**src/hw/rtl/assert_macros.svh**
```systemverilog
// Concurrent assertion helpers, clocked on the rising edge and off during reset.
// Build with NO_ASSERTIONS defined to drop them.
`ifndef ASSERT_MACROS_SVH
`define ASSERT_MACROS_SVH
`ifndef NO_ASSERTIONS
`define ASSERT_PROP(label, clk, rst_n, prop) \
	label: assert property (@(posedge clk) disable iff (!rst_n) prop) \
		else $error("assertion failed");
`define ASSERT_IMPLY(label, clk, rst_n, ante, cons) \
	label: assert property (@(posedge clk) disable iff (!rst_n) (ante) |-> (cons)) \
		else $error("assertion failed");
`else
`define ASSERT_PROP(label, clk, rst_n, prop)
`define ASSERT_IMPLY(label, clk, rst_n, ante, cons)
`endif
`endif

```
**src/hw/rtl/rgbhsl_pkg.sv**
```systemverilog
package rgbhsl_pkg;

	localparam int CH_W      = 8;
	localparam int HUE_W     = 15;
	localparam int Q15_W     = 16;
	localparam int Q15_FRAC  = 15;

	localparam int HUE_FULL  = 23040;
	localparam int HUE_SIXTH = 3840;

	// lightness = 64*sum + floor((128*sum + 255) / 510), 510 done by reciprocal
	localparam int LIGHT_DIV   = 510;
	localparam int LIGHT_RECIP = 8224;
	localparam int LIGHT_SHIFT = 22;
	localparam int LIGHT_PW    = 30;

	// quotient pipes (hue and saturation share these sizes): one quotient bit per step
	localparam int DIV_QW = 16;
	localparam int DIV_DW = 8;
	localparam int DIV_NW = DIV_QW + DIV_DW;

	// stage map of the whole pipe
	localparam int ST_FRONT_LAST  = 3;
	localparam int ST_LIGHT_FIRST = 3;
	localparam int ST_LIGHT_LAST  = 6;
	localparam int ST_DIV_FIRST   = 4;
	localparam int ST_DIV_LAST    = ST_DIV_FIRST + DIV_QW;
	localparam int PIPE_DEPTH     = ST_DIV_LAST + 1;

	typedef enum logic [1:0] {
		SEC_RED,
		SEC_GREEN,
		SEC_BLUE
	} sector_t;

	typedef struct packed {
		logic [CH_W-1:0] red;
		logic [CH_W-1:0] green;
		logic [CH_W-1:0] blue;
	} pix_t;

	typedef struct packed {
		logic [HUE_W-1:0] hue;
		logic [Q15_W-1:0] lightness;
		logic [Q15_W-1:0] saturation;
	} hsl_t;

endpackage

```
**src/hw/rtl/rgbhsl_if.sv**
```systemverilog
interface rgbhsl_pix_if;
	import rgbhsl_pkg::*;

	logic valid;
	logic ready;
	pix_t data;

	modport source (output valid, output data, input ready);
	modport sink (input valid, input data, output ready);
endinterface

interface rgbhsl_hsl_if;
	import rgbhsl_pkg::*;

	logic valid;
	logic ready;
	hsl_t data;

	modport source (output valid, output data, input ready);
	modport sink (input valid, input data, output ready);
endinterface

```
**src/hw/rtl/rgbhsl_front.sv**
```systemverilog
module rgbhsl_front (
	input  logic                             clk,
	input  logic [rgbhsl_pkg::ST_FRONT_LAST:1] en,
	input  rgbhsl_pkg::pix_t                 pix,
	output logic [rgbhsl_pkg::CH_W:0]        sum_s2,
	output logic [rgbhsl_pkg::DIV_NW-1:0]    num_h_s3,
	output logic [rgbhsl_pkg::DIV_DW-1:0]    den_h_s3,
	output logic [rgbhsl_pkg::DIV_NW-1:0]    num_s_s3,
	output logic [rgbhsl_pkg::DIV_DW-1:0]    den_s_s3,
	output logic                             grey_s3
);
	import rgbhsl_pkg::*;

	logic [CH_W-1:0] mx, mn;
	sector_t         sec;
	logic [CH_W:0]   diff;

	logic [CH_W-1:0] mx_s1, mn_s1;
	sector_t         sec_s1;
	logic [CH_W:0]   diff_s1;

	logic [CH_W:0]   sum;
	logic [CH_W:0]   den_hi;
	logic [CH_W-1:0] d, den;
	logic [CH_W+1:0] base;
	logic [CH_W+2:0] d6;
	logic [CH_W+3:0] k, k_wrap;

	logic [CH_W-1:0] d_s2, den_s2;
	logic [CH_W+2:0] m_s2;
	logic            grey_s2;

	// stage 1: max, min, sector and the channel difference of that sector
	always_comb begin
		if (pix.red >= pix.green && pix.red >= pix.blue) begin
			sec  = SEC_RED;
			mx   = pix.red;
			diff = {1'b0, pix.green} - {1'b0, pix.blue};
		end else if (pix.green >= pix.blue) begin
			sec  = SEC_GREEN;
			mx   = pix.green;
			diff = {1'b0, pix.blue} - {1'b0, pix.red};
		end else begin
			sec  = SEC_BLUE;
			mx   = pix.blue;
			diff = {1'b0, pix.red} - {1'b0, pix.green};
		end
		if (pix.red <= pix.green && pix.red <= pix.blue) begin
			mn = pix.red;
		end else if (pix.green <= pix.blue) begin
			mn = pix.green;
		end else begin
			mn = pix.blue;
		end
	end

	always_ff @(posedge clk) begin
		if (en[1]) begin
			mx_s1   <= mx;
			mn_s1   <= mn;
			sec_s1  <= sec;
			diff_s1 <= diff;
		end
	end

	// stage 2: sum, delta, saturation divisor and hue in sixths of a turn times delta
	always_comb begin
		sum    = {1'b0, mx_s1} + {1'b0, mn_s1};
		d      = mx_s1 - mn_s1;
		den_hi = (CH_W+1)'(2 * LIGHT_DIV / 2) - sum;
		den    = sum[CH_W] ? den_hi[CH_W-1:0] : sum[CH_W-1:0];
		case (sec_s1)
			SEC_GREEN: base = {1'b0, d, 1'b0};
			SEC_BLUE:  base = {d, 2'b00};
			default:   base = '0;
		endcase
		d6     = (CH_W+3)'({d, 2'b00}) + (CH_W+3)'({d, 1'b0});
		k      = (CH_W+4)'(base) + {{3{diff_s1[CH_W]}}, diff_s1};
		// a negative hue goes once round the circle
		k_wrap = k[CH_W+3] ? k + {1'b0, d6} : k;
	end

	always_ff @(posedge clk) begin
		if (en[2]) begin
			sum_s2  <= sum;
			d_s2    <= d;
			den_s2  <= den;
			m_s2    <= k_wrap[CH_W+2:0];
			grey_s2 <= (mx_s1 == mn_s1);
		end
	end

	// stage 3: dividends and divisors for the quotient pipes
	always_ff @(posedge clk) begin
		if (en[3]) begin
			num_h_s3 <= DIV_NW'(m_s2) * DIV_NW'(HUE_SIXTH);
			den_h_s3 <= d_s2;
			num_s_s3 <= DIV_NW'(d_s2) << Q15_FRAC;
			den_s_s3 <= den_s2;
			grey_s3  <= grey_s2;
		end
	end

endmodule

```
**src/hw/rtl/rgbhsl_light.sv**
```systemverilog
module rgbhsl_light (
	input  logic                                  clk,
	input  logic [rgbhsl_pkg::ST_LIGHT_LAST:rgbhsl_pkg::ST_LIGHT_FIRST] en,
	input  logic [rgbhsl_pkg::CH_W:0]             sum,
	output logic [rgbhsl_pkg::Q15_W-1:0]          light_s6
);
	import rgbhsl_pkg::*;

	logic [Q15_W-1:0]    y;
	logic [Q15_W-1:0]    y_s3, y_s4;
	logic [LIGHT_PW-1:0] p_s3;
	logic [CH_W:0]       sum_s3, sum_s4, sum_s5;
	logic [CH_W-1:0]     q0_s4, q_s5;
	logic [Q15_W-1:0]    rem;

	assign y = Q15_W'({sum, 7'b0}) + Q15_W'(LIGHT_DIV / 2);

	always_ff @(posedge clk) begin
		if (en[3]) begin
			y_s3   <= y;
			p_s3   <= LIGHT_PW'(y) * LIGHT_PW'(LIGHT_RECIP);
			sum_s3 <= sum;
		end
	end

	// estimate is low by at most one
	always_ff @(posedge clk) begin
		if (en[4]) begin
			q0_s4  <= CH_W'(p_s3 >> LIGHT_SHIFT);
			y_s4   <= y_s3;
			sum_s4 <= sum_s3;
		end
	end

	assign rem = y_s4 - Q15_W'(q0_s4) * Q15_W'(LIGHT_DIV);

	always_ff @(posedge clk) begin
		if (en[5]) begin
			q_s5   <= q0_s4 + CH_W'(rem >= Q15_W'(LIGHT_DIV));
			sum_s5 <= sum_s4;
		end
	end

	always_ff @(posedge clk) begin
		if (en[6]) begin
			light_s6 <= Q15_W'({sum_s5, 6'b0}) + Q15_W'(q_s5);
		end
	end

endmodule

```
**src/hw/rtl/rgbhsl_div.sv**
```systemverilog
module rgbhsl_div (
	input  logic                          clk,
	input  logic [rgbhsl_pkg::DIV_QW:0]   en,
	input  logic [rgbhsl_pkg::DIV_NW-1:0] num,
	input  logic [rgbhsl_pkg::DIV_DW-1:0] den,
	output logic [rgbhsl_pkg::DIV_QW-1:0] quo
);
	import rgbhsl_pkg::*;

	// index is the step; dividend low bits shift out as quotient bits shift in
	logic [DIV_DW-1:0] rem_s [DIV_QW];
	logic [DIV_QW-1:0] acc_s [DIV_QW];
	logic [DIV_DW-1:0] dvs_s [DIV_QW];

	logic [DIV_DW:0]   rem2;
	logic              up;

	for (genvar j = 0; j < DIV_QW; j++) begin : g_step
		logic [DIV_DW-1:0] rem_in, dvs_in;
		logic [DIV_QW-1:0] acc_in;
		logic [DIV_DW:0]   trial, sub;
		logic              ge;

		if (j == 0) begin : g_first
			assign rem_in = num[DIV_NW-1:DIV_QW];
			assign acc_in = num[DIV_QW-1:0];
			assign dvs_in = den;
		end else begin : g_next
			assign rem_in = rem_s[j-1];
			assign acc_in = acc_s[j-1];
			assign dvs_in = dvs_s[j-1];
		end

		assign trial = {rem_in, acc_in[DIV_QW-1]};
		assign ge    = trial >= {1'b0, dvs_in};
		assign sub   = trial - {1'b0, dvs_in};

		always_ff @(posedge clk) begin
			if (en[j]) begin
				rem_s[j] <= ge ? sub[DIV_DW-1:0] : trial[DIV_DW-1:0];
				acc_s[j] <= {acc_in[DIV_QW-2:0], ge};
				dvs_s[j] <= dvs_in;
			end
		end
	end

	// round to nearest: up when twice the remainder reaches the divisor
	assign rem2 = {rem_s[DIV_QW-1], 1'b0};
	assign up   = rem2 >= {1'b0, dvs_s[DIV_QW-1]};

	always_ff @(posedge clk) begin
		if (en[DIV_QW]) begin
			quo <= acc_s[DIV_QW-1] + DIV_QW'(up);
		end
	end

endmodule

```
**src/hw/rtl/rgb_to_hsl_converter_core.sv**
```systemverilog
// RGB to HSL converter, fully pipelined.
// Throughput: one pixel per clock while hsl is ready; each of the two quotient pipes
// (hue and saturation) retires one quotient bit per step stage.
// Reset clears only the stage valid bits; data registers are not reset.
`include "assert_macros.svh"

module rgb_to_hsl_converter_core (
	input  logic         clk,
	input  logic         arst_n,
	rgbhsl_pix_if.sink   pixel,
	rgbhsl_hsl_if.source hsl
);
	import rgbhsl_pkg::*;

	logic [PIPE_DEPTH:1]   stage_vld_q;
	logic [PIPE_DEPTH:1]   en;

	logic [CH_W:0]         sum_s2;
	logic [DIV_NW-1:0]     num_h_s3, num_s_s3;
	logic [DIV_DW-1:0]     den_h_s3, den_s_s3;
	logic                  grey_s3;
	logic [Q15_W-1:0]      light_s6;
	logic [DIV_QW-1:0]     hq_s20, sq_s20;

	logic                  grey_d  [PIPE_DEPTH-1:ST_DIV_FIRST];
	logic [Q15_W-1:0]      light_d [PIPE_DEPTH-1:ST_LIGHT_LAST+1];

	logic [DIV_QW-1:0]     hue_wrap;
	hsl_t                  out_s21;

	// a stage loads when it or any stage after it is empty, or when hsl is ready
	for (genvar i = 1; i <= PIPE_DEPTH; i++) begin : g_en
		assign en[i] = hsl.ready || !(&stage_vld_q[PIPE_DEPTH:i]);
	end

	always_ff @(posedge clk or negedge arst_n) begin
		if (!arst_n) begin
			stage_vld_q <= '0;
		end else begin
			stage_vld_q <= (en & {stage_vld_q[PIPE_DEPTH-1:1], pixel.valid})
				| (~en & stage_vld_q);
		end
	end

	assign pixel.ready = en[1];

	rgbhsl_front u_front (
		.clk      (clk),
		.en       (en[ST_FRONT_LAST:1]),
		.pix      (pixel.data),
		.sum_s2   (sum_s2),
		.num_h_s3 (num_h_s3),
		.den_h_s3 (den_h_s3),
		.num_s_s3 (num_s_s3),
		.den_s_s3 (den_s_s3),
		.grey_s3  (grey_s3)
	);

	rgbhsl_light u_light (
		.clk      (clk),
		.en       (en[ST_LIGHT_LAST:ST_LIGHT_FIRST]),
		.sum      (sum_s2),
		.light_s6 (light_s6)
	);

	rgbhsl_div u_div_hue (
		.clk (clk),
		.en  (en[ST_DIV_LAST:ST_DIV_FIRST]),
		.num (num_h_s3),
		.den (den_h_s3),
		.quo (hq_s20)
	);

	rgbhsl_div u_div_sat (
		.clk (clk),
		.en  (en[ST_DIV_LAST:ST_DIV_FIRST]),
		.num (num_s_s3),
		.den (den_s_s3),
		.quo (sq_s20)
	);

	// carry grey flag and lightness alongside the quotient pipes
	for (genvar i = ST_DIV_FIRST; i < PIPE_DEPTH; i++) begin : g_grey
		always_ff @(posedge clk) begin
			if (en[i]) begin
				grey_d[i] <= (i == ST_DIV_FIRST) ? grey_s3 : grey_d[(i == ST_DIV_FIRST) ? i : i-1];
			end
		end
	end

	for (genvar i = ST_LIGHT_LAST + 1; i < PIPE_DEPTH; i++) begin : g_light
		always_ff @(posedge clk) begin
			if (en[i]) begin
				light_d[i] <= (i == ST_LIGHT_LAST + 1) ? light_s6
					: light_d[(i == ST_LIGHT_LAST + 1) ? i : i-1];
			end
		end
	end

	// full turn wraps to zero
	assign hue_wrap = (hq_s20 >= DIV_QW'(HUE_FULL)) ? hq_s20 - DIV_QW'(HUE_FULL) : hq_s20;

	always_ff @(posedge clk) begin
		if (en[PIPE_DEPTH]) begin
			out_s21.hue        <= grey_d[PIPE_DEPTH-1] ? '0 : hue_wrap[HUE_W-1:0];
			out_s21.lightness  <= light_d[PIPE_DEPTH-1];
			out_s21.saturation <= grey_d[PIPE_DEPTH-1] ? '0 : sq_s20;
		end
	end

	assign hsl.valid = stage_vld_q[PIPE_DEPTH];
	assign hsl.data  = out_s21;

	`ASSERT_PROP(a_ready_when_tail_free, clk, arst_n, !stage_vld_q[PIPE_DEPTH] |-> pixel.ready)
	`ASSERT_IMPLY(a_light_range, clk, arst_n, hsl.valid, hsl.data.lightness <= 16'd32768)
	`ASSERT_IMPLY(a_hue_range, clk, arst_n, hsl.valid, hsl.data.hue < 15'd23040)
	`ASSERT_IMPLY(a_grey_hue, clk, arst_n, hsl.valid && hsl.data.saturation == '0, hsl.data.hue == '0)

endmodule
```
**src/flat_wrapper.sv**
```systemverilog
// flat-port wrapper written by rule: the top's interface ports become plain ports
module rgb_to_hsl_converter_core_flat import rgbhsl_pkg::*;
  (clk, arst_n, pixel_valid, pixel_data, pixel_ready, hsl_valid, hsl_data, hsl_ready);
  rgbhsl_pix_if pixel_i ();
  rgbhsl_hsl_if hsl_i ();
  input  logic clk;
  input  logic arst_n;
  input wire logic [$bits(pixel_i.valid)-1:0] pixel_valid;
  input wire logic [$bits(pixel_i.data)-1:0] pixel_data;
  output wire logic [$bits(pixel_i.ready)-1:0] pixel_ready;
  output wire logic [$bits(hsl_i.valid)-1:0] hsl_valid;
  output wire logic [$bits(hsl_i.data)-1:0] hsl_data;
  input wire logic [$bits(hsl_i.ready)-1:0] hsl_ready;
  assign pixel_i.valid = pixel_valid;
  assign pixel_i.data = pixel_data;
  assign pixel_ready = pixel_i.ready;
  assign hsl_valid = hsl_i.valid;
  assign hsl_data = hsl_i.data;
  assign hsl_i.ready = hsl_ready;
  rgb_to_hsl_converter_core u_core (.clk(clk), .arst_n(arst_n), .pixel(pixel_i), .hsl(hsl_i));
endmodule
```
**config.mk**
```make
export PLATFORM = sky130hd
export DESIGN_NAME = rgb_to_hsl_converter_core_flat
export DESIGN_NICKNAME = d
export VERILOG_FILES = /design/src/hw/rtl/rgbhsl_pkg.sv /design/src/hw/rtl/rgbhsl_if.sv /design/src/hw/rtl/rgbhsl_front.sv /design/src/hw/rtl/rgbhsl_light.sv /design/src/hw/rtl/rgbhsl_div.sv /design/src/hw/rtl/rgb_to_hsl_converter_core.sv /design/src/flat_wrapper.sv
export VERILOG_INCLUDE_DIRS = /design/src /design/src/hw/rtl
export SDC_FILE = /design/constraint.sdc
export NUM_CORES = 2
export LEC_CHECK = 0
export ABC_AREA = 0
export ABC_CLOCK_PERIOD_IN_PS = 19650
export BUFFER_PORTS_ARGS = -buffer_cell sky130_fd_sc_hd__buf_2
export CAP_MARGIN = 0
export CORE_MARGIN = 2
export CORE_UTILIZATION = 45
export DETAILED_ROUTE_END_ITERATION = 7
export GPL_TIMING_DRIVEN = 0
export SLEW_MARGIN = 20
export SYNTH_ARGS = -nofsm -noshare
export SYNTH_HDL_FRONTEND = slang
export SYNTH_SLANG_ARGS = --single-unit
export TNS_END_PERCENT = 10
```
**constraint.sdc**
```tcl
create_clock -name clk -period 19.65 [get_ports clk]
set_input_delay 3.93 -clock clk [delete_from_list [all_inputs] [get_ports clk]]
set_output_delay 3.93 -clock clk [all_outputs]
set_load 0.01 [all_outputs]
```
-- Yosys cells after proc, flatten, opt, wreduce, memory -nomap -nowiden
Memory sizes are Yosys's and may differ from the RTL's. A register that Yosys moved wholly into a read port is not among the register bits.
Cells that the tools add are included.
- register bits: 296
- logic and storage cells: 276
- memories: 8
- bits in writable memories: 1265
- output and inout bits: 49
- memories (memory ; depth ; width ; rd ports ; clocked after memory_dff ; wr ports ; RTL line ; RTL):
    u_core.u_div_hue.acc_s ; 16 ; 16 ; 16 ; 0 ; 16 ; rgbhsl_div.sv:12 ; logic [DIV_QW-1:0] acc_s [DIV_QW];
    u_core.u_div_sat.acc_s ; 16 ; 16 ; 16 ; 0 ; 16 ; rgbhsl_div.sv:12 ;
    u_core.light_d ; 14 ; 16 ; 14 ; 1 ; 14 ; rgb_to_hsl_converter_core.sv:26 ; logic [Q15_W-1:0] light_d [PIPE_DEPTH-1:ST_LIGHT_LAST+1];
    u_core.u_div_hue.dvs_s ; 16 ; 8 ; 16 ; 0 ; 16 ; rgbhsl_div.sv:13 ; logic [DIV_DW-1:0] dvs_s [DIV_QW];
    u_core.u_div_hue.rem_s ; 16 ; 8 ; 16 ; 0 ; 16 ; rgbhsl_div.sv:11 ; logic [DIV_DW-1:0] rem_s [DIV_QW];
    u_core.u_div_sat.dvs_s ; 16 ; 8 ; 16 ; 0 ; 16 ; rgbhsl_div.sv:13 ;
    +2 memories ; -- ; -- ; -- ; -- ; -- ; -- ;
- $add $sub $neg: 48
- bitwise logic cells: 4
- reductions and logical operators: 64
- $lt $le $gt $ge: 42
- equality and inequality tests: 3
- $mul: 3
- multiplexer cells: 77
- operators with widths (operator ; count):
    8-bit two-way mux ; 37
    9-bit by 8-bit >= comparator with 1-bit output ; 32
    8-bit subtractor ; 33
    21-bit bitwise AND ; 2
    8-bit >= comparator ; 5
    1-bit two-way mux ; 34
    16-bit by 1-bit adder with 16-bit output ; 2
    8-bit by 8-bit subtractor with 9-bit output ; 3
    16-bit by 9-bit multiplier with 25-bit output (second input constant) ; 1
    8-bit <= comparator ; 3
    1-bit logical NOT ; 21
    1-bit logical OR ; 21
    21-bit inverter ; 1
    21-bit OR ; 1
    21-bit AND reduction ; 1
    10-bit case mux with 2 select lines ; 1
    20-bit AND reduction ; 1
    19-bit AND reduction ; 1
    9-bit two-way mux ; 2
    18-bit AND reduction ; 1
    17-bit AND reduction ; 1
    15-bit by 8-bit adder with 16-bit output ; 1
    16-bit by 8-bit adder with 16-bit output (second input constant) ; 1
    16-bit by 15-bit >= comparator with 1-bit output (second input constant) ; 1
    other kinds (33) ; 34

-- Depth between registers and ports, before layout
- depth in word-level cells: 6
- mapped depth: 28

-- Hierarchy
From an unflattened synthesis, not the netlist that was laid out.
- cell total of the unflattened synthesis: 4877
- area, all modules: 72502.0 sq um
- modules (own cells, without submodules) (module ; area each (sq um) ; times used ; cells an instance ; sequential area each (sq um)):
    rgbhsl_div (u_core.u_div_sat) ; 24720.0 ; 1 ; 1641 ; 15855.2
    rgbhsl_div (u_core.u_div_hue) ; 24683.7 ; 1 ; 1638 ; 15855.2
    rgb_to_hsl_converter_core ; 10017.1 ; 1 ; 440 ; 9173.8
    rgbhsl_front ; 7559.8 ; 1 ; 720 ; 2792.7
    rgbhsl_light ; 5521.5 ; 1 ; 438 ; 2552.4

-- Least setup slack after synthesis
OpenSTA, ideal clock, no wires.
- path kind: input -> output
- start point: input hsl_ready
- end point: output pixel_ready
- path slack: 7.131 ns
- stages on the path: 10
- data arrival time: 8.589 ns
- cell sequence: nor2b_2 inv_1 nor2_4 nand2_1 nor3_1 and3_1 and3_1 and3_1 and3_1 nand2_1
- longest elaborated chain between the ends: 1
- RTL lines (what ; RTL line ; RTL):
    start: declaration ; flat_wrapper.sv:13 ; input wire logic [$bits(hsl_i.ready)-1:0] hsl_ready;
    1-bit logical OR ; rgb_to_hsl_converter_core.sv:33 ; assign en[i] = hsl.ready || !(&stage_vld_q[PIPE_DEPTH:i]);
    end: declaration ; flat_wrapper.sv:10 ; output wire logic [$bits(pixel_i.ready)-1:0] pixel_ready;
No other way between the ends.

-- Final worst setup path
Ends and elaborated chain as after synthesis.

==> run_results.csv <==
group,metric,value,unit
run_status,status,"finished clean",
sta,finalHoldViolCount,0,
logic_synthesis,synth_xor_area_share,4.181,%
detailed_routing,routed_via_density,4.882,
worst_setup_path,path_cells,"buf_2, nor2b_2, inv_2, nor2_4, nand2_4, nor3_1, and3_1, and3_1, and3_1, and3_1, nand2_2, buf_2",
logic_synthesis,synth_area,0.06075,mm²
sta,timing.final.max_slew_violations,0,
clocking,post_cts_buffers,0,
logic_synthesis,syn_nets,4951,
logic_synthesis,async_flop_share,1.601,%
grt,grt_use_total,14.48,%
detailed_routing,wire_per_inst,14.85,µm
worst_setup_path,crit_path_end_kind,"output port",
sta,max_freq,82.61,MHz
grt,grt_pass1_vias,32250,
detailed_routing,remaining_drc_errors,0,
worst_setup_path,crit_type,"input pin to output port",
logic_synthesis,synth_top_family_by_area,"adder cells",
logic_synthesis,syn_area_per_cell,13.79,µm²
detailed_routing,ant_nets,0,
clocking,postCtsHoldBufs,0,
placed_design,hpwl,72090,µm
clocking,clock-sinks,1312,
clocking,cts-root-buf,"clkbuf_16",
logic_synthesis,ys_seq_area_share,64.68,%
sta,rsz0062_at_grt,"false",
clocking,cts-resized-gates,0,
sta,layout_worst_path_cycle_share,61.60,%
grt,grt_pass1_wl,160500,µm
worst_setup_path,crit_path_frequent_cell,"and3_1",
floorplanning,std_cell_rows,134,
floorplanning,die-height,371.4,µm
clocking,clock_latency,0.74,ns
sta,layout_min_cycle_time,12.10,ns
floorplanning,design.die.area,0.1380,mm²
sta,worst-slew-pin-transition,1.093,ns
finish,area_growth,12.58,%
detailed_routing,vias,31850,
finish,insertedDiodeCount,0,
logic_synthesis,synth_edf_count,1291,
finish,final_cell_mix,"1,291 x edfxtp_1, 527 x inv_1, 422 x ha_1",
logic_synthesis,netlist_instances,4405,
clocking,clk_pin_slew,0.06,ns
floorplanning,fp.dieW,371.4,µm
finish,final_nets,5193,
grt,grt_max_degree,64,
placed_design,gp_congestion,0.8465,
worst_setup_path,critical_path_arrival,8.17,ns
finish,final.fill_count,11420,
detailed_routing,wirelength,96870,µm
sta,max-slew-margin-rel,26.55,%
grt,gr-total-overflow,0,
grt,antenna_found_initial,1,
detailed_routing,dr.pass1.iters,5,
floorplanning,initial_core_util,45.41,%
logic_synthesis,synth.distinct_cells,62,
floorplanning,core,0.1338,mm²
placed_design,portBuffers,76,
worst_setup_path,crit_path_max_fanout,28,
flow_run,max_cap_viol_count,0,
finish,final_common_cell,"edfxtp_1",
clocking,cts_tree,"built",
finish,final-seq-area,0.03929,mm²
worst_setup_path,max_stage_delay,0.93,ns
sta,setup_violations,0,
logic_synthesis,ys_ff_latch,1312,
logic_synthesis,ys.flop_type,"edfxtp_1",
detailed_routing,drt_iter0_markers,1593,
sta,tns,0,ns
clocking,cts_buffer_depth,3,
logic_synthesis,muxShareOfSynthArea,1.186,%
logic_synthesis,yosys.area_share.adder,11.86,%
finish,layout-drive-gt1-share,8.032,%
worst_setup_path,cp_slowest_cell,"nor3_1",
worst_setup_path,worstSetupStartpointType,"input pin",
logic_synthesis,synth_compound_area_share,7.219,%
logic_synthesis,yosys_warnings,0,
floorplanning,ios,77,
clocking,cts_buffers,138,
clocking,htree_levels,4,
logic_synthesis,synthSimpleGateAreaFrac,7.244,%
sta,finalClockSkew,0.02595,ns
finish,multiInputGateArea,0.01934,mm²
worst_setup_path,crit_required,15.72,ns
hold_path,hold_path_class,"flip-flop to flip-flop",
per-layer routing:
metal  global-route usage (%)  wire length [µm]
met5                        0                20
met4                    5.855              3264
met3                    2.832              3633
met2                    26.24             50010
met1                    16.73             39940
worst paths after layout:
check	startpoint	end	slack, ns	cells past startpoint
max	hsl_ready	pixel_ready	7.55	12
min	u_core.u_div_hue.acc_s[1][106]	u_core.u_div_hue.acc_s[1][123]	0.40	0
max reg2reg	u_core.u_light.q0_s4[4]	u_core.u_light.q_s5[6]	12.79	24
min reg2reg	u_core.u_div_hue.acc_s[1][106]	u_core.u_div_hue.acc_s[1][123]	0.40	0
max in group asynchronous	arst_n	async pin	16.06	1
min in group asynchronous	arst_n	async pin	3.19	1
layout make-up:
class	instances	area share, %
Buffer	49	0.2927
Multi-Input combinational cell	2509	28.27
Tap cell	1768	3.235
Inverter	535	2.958
Clock inverter	66	1.105
Clock buffer	183	5.373
Sequential cell	1312	57.45
Timing Repair Buffer	102	1.310
cells in the mapped netlist (40+ instances only):
master / n / area (µm²)
a21boi_0: 66 / 495.5
a21o_1: 58 / 435.4
a21oi_1: 268 / 1341
clkbuf_1: 42 / 157.7
edfxtp_1: 1291 / 38770
fa_1: 96 / 1922
ha_1: 422 / 5280
inv_1: 535 / 2008
mux2_2: 40 / 450.4
nand2_1: 136 / 510.5
nand2b_1: 95 / 594.3
nand3_1: 54 / 270.3
nand4_1: 60 / 375.4
nor2_1: 325 / 1220
nor2b_1: 112 / 700.7
nor3_1: 44 / 220.2
o21ai_0: 210 / 1051
xnor2_1: 204 / 1787
xor2_1: 86 / 753.2
critical path: cells and delay by family:
family | cells | cell delay (ns)
simple gates | 9 | 3.57
buf+inv | 3 | 0.62
state kept, by name (all words and copies together), names as in the netlist, 11 cells and up, named ones only:
name,cells
u_core.u_div_hue.quo,16
u_core.u_front.m_s2,11
u_core.u_div_sat.rem_s,128
u_core.hsl.data,47
u_core.u_div_sat.dvs_s,125
u_core.u_front.num_h_s3,15
u_core.u_light.light_s6,16
u_core.u_div_hue.dvs_s,113
u_core.u_div_hue.acc_s,164
u_core.u_div_hue.rem_s,128
u_core.u_div_sat.acc_s,136
u_core.u_div_sat.quo,16
u_core.grey_d,17
u_core.light_d,224
kinds of logic after synthesis:
kind of cell / count (synthesis)
AO/OA/AOI/OAI: 732
XOR/XNOR: 290
adder cells (fa/ha/maj): 518
buffers and inverters: 584
flip-flops: 1312
multiplexers: 67
AND/OR/NAND/NOR: 902
per-stage QoR:
stage / utilization [%] / std cells / worst slack (ns) / cell area (µm²) / hold slack (ns)
detailed placement: 47.81 / 6275 / 7.534 / 63960 / 0.4045
global route: 51.12 / 6524 / 7.253 / 68390 / 0.4112
floorplan: - / 4405 / 7.131 / 60750 / 0.4003
CTS: 51.12 / 6524 / 7.514 / 68390 / 0.3978
finish: 51.12 / 6524 / 7.545 / 68390 / 0.4007
global placement: 47.34 / 6249 / 4.984 / 63340 / 0.4002
Power is not shown: default switching activity piles up to over one toggle a cycle in this logic, so the estimate is an artifact.
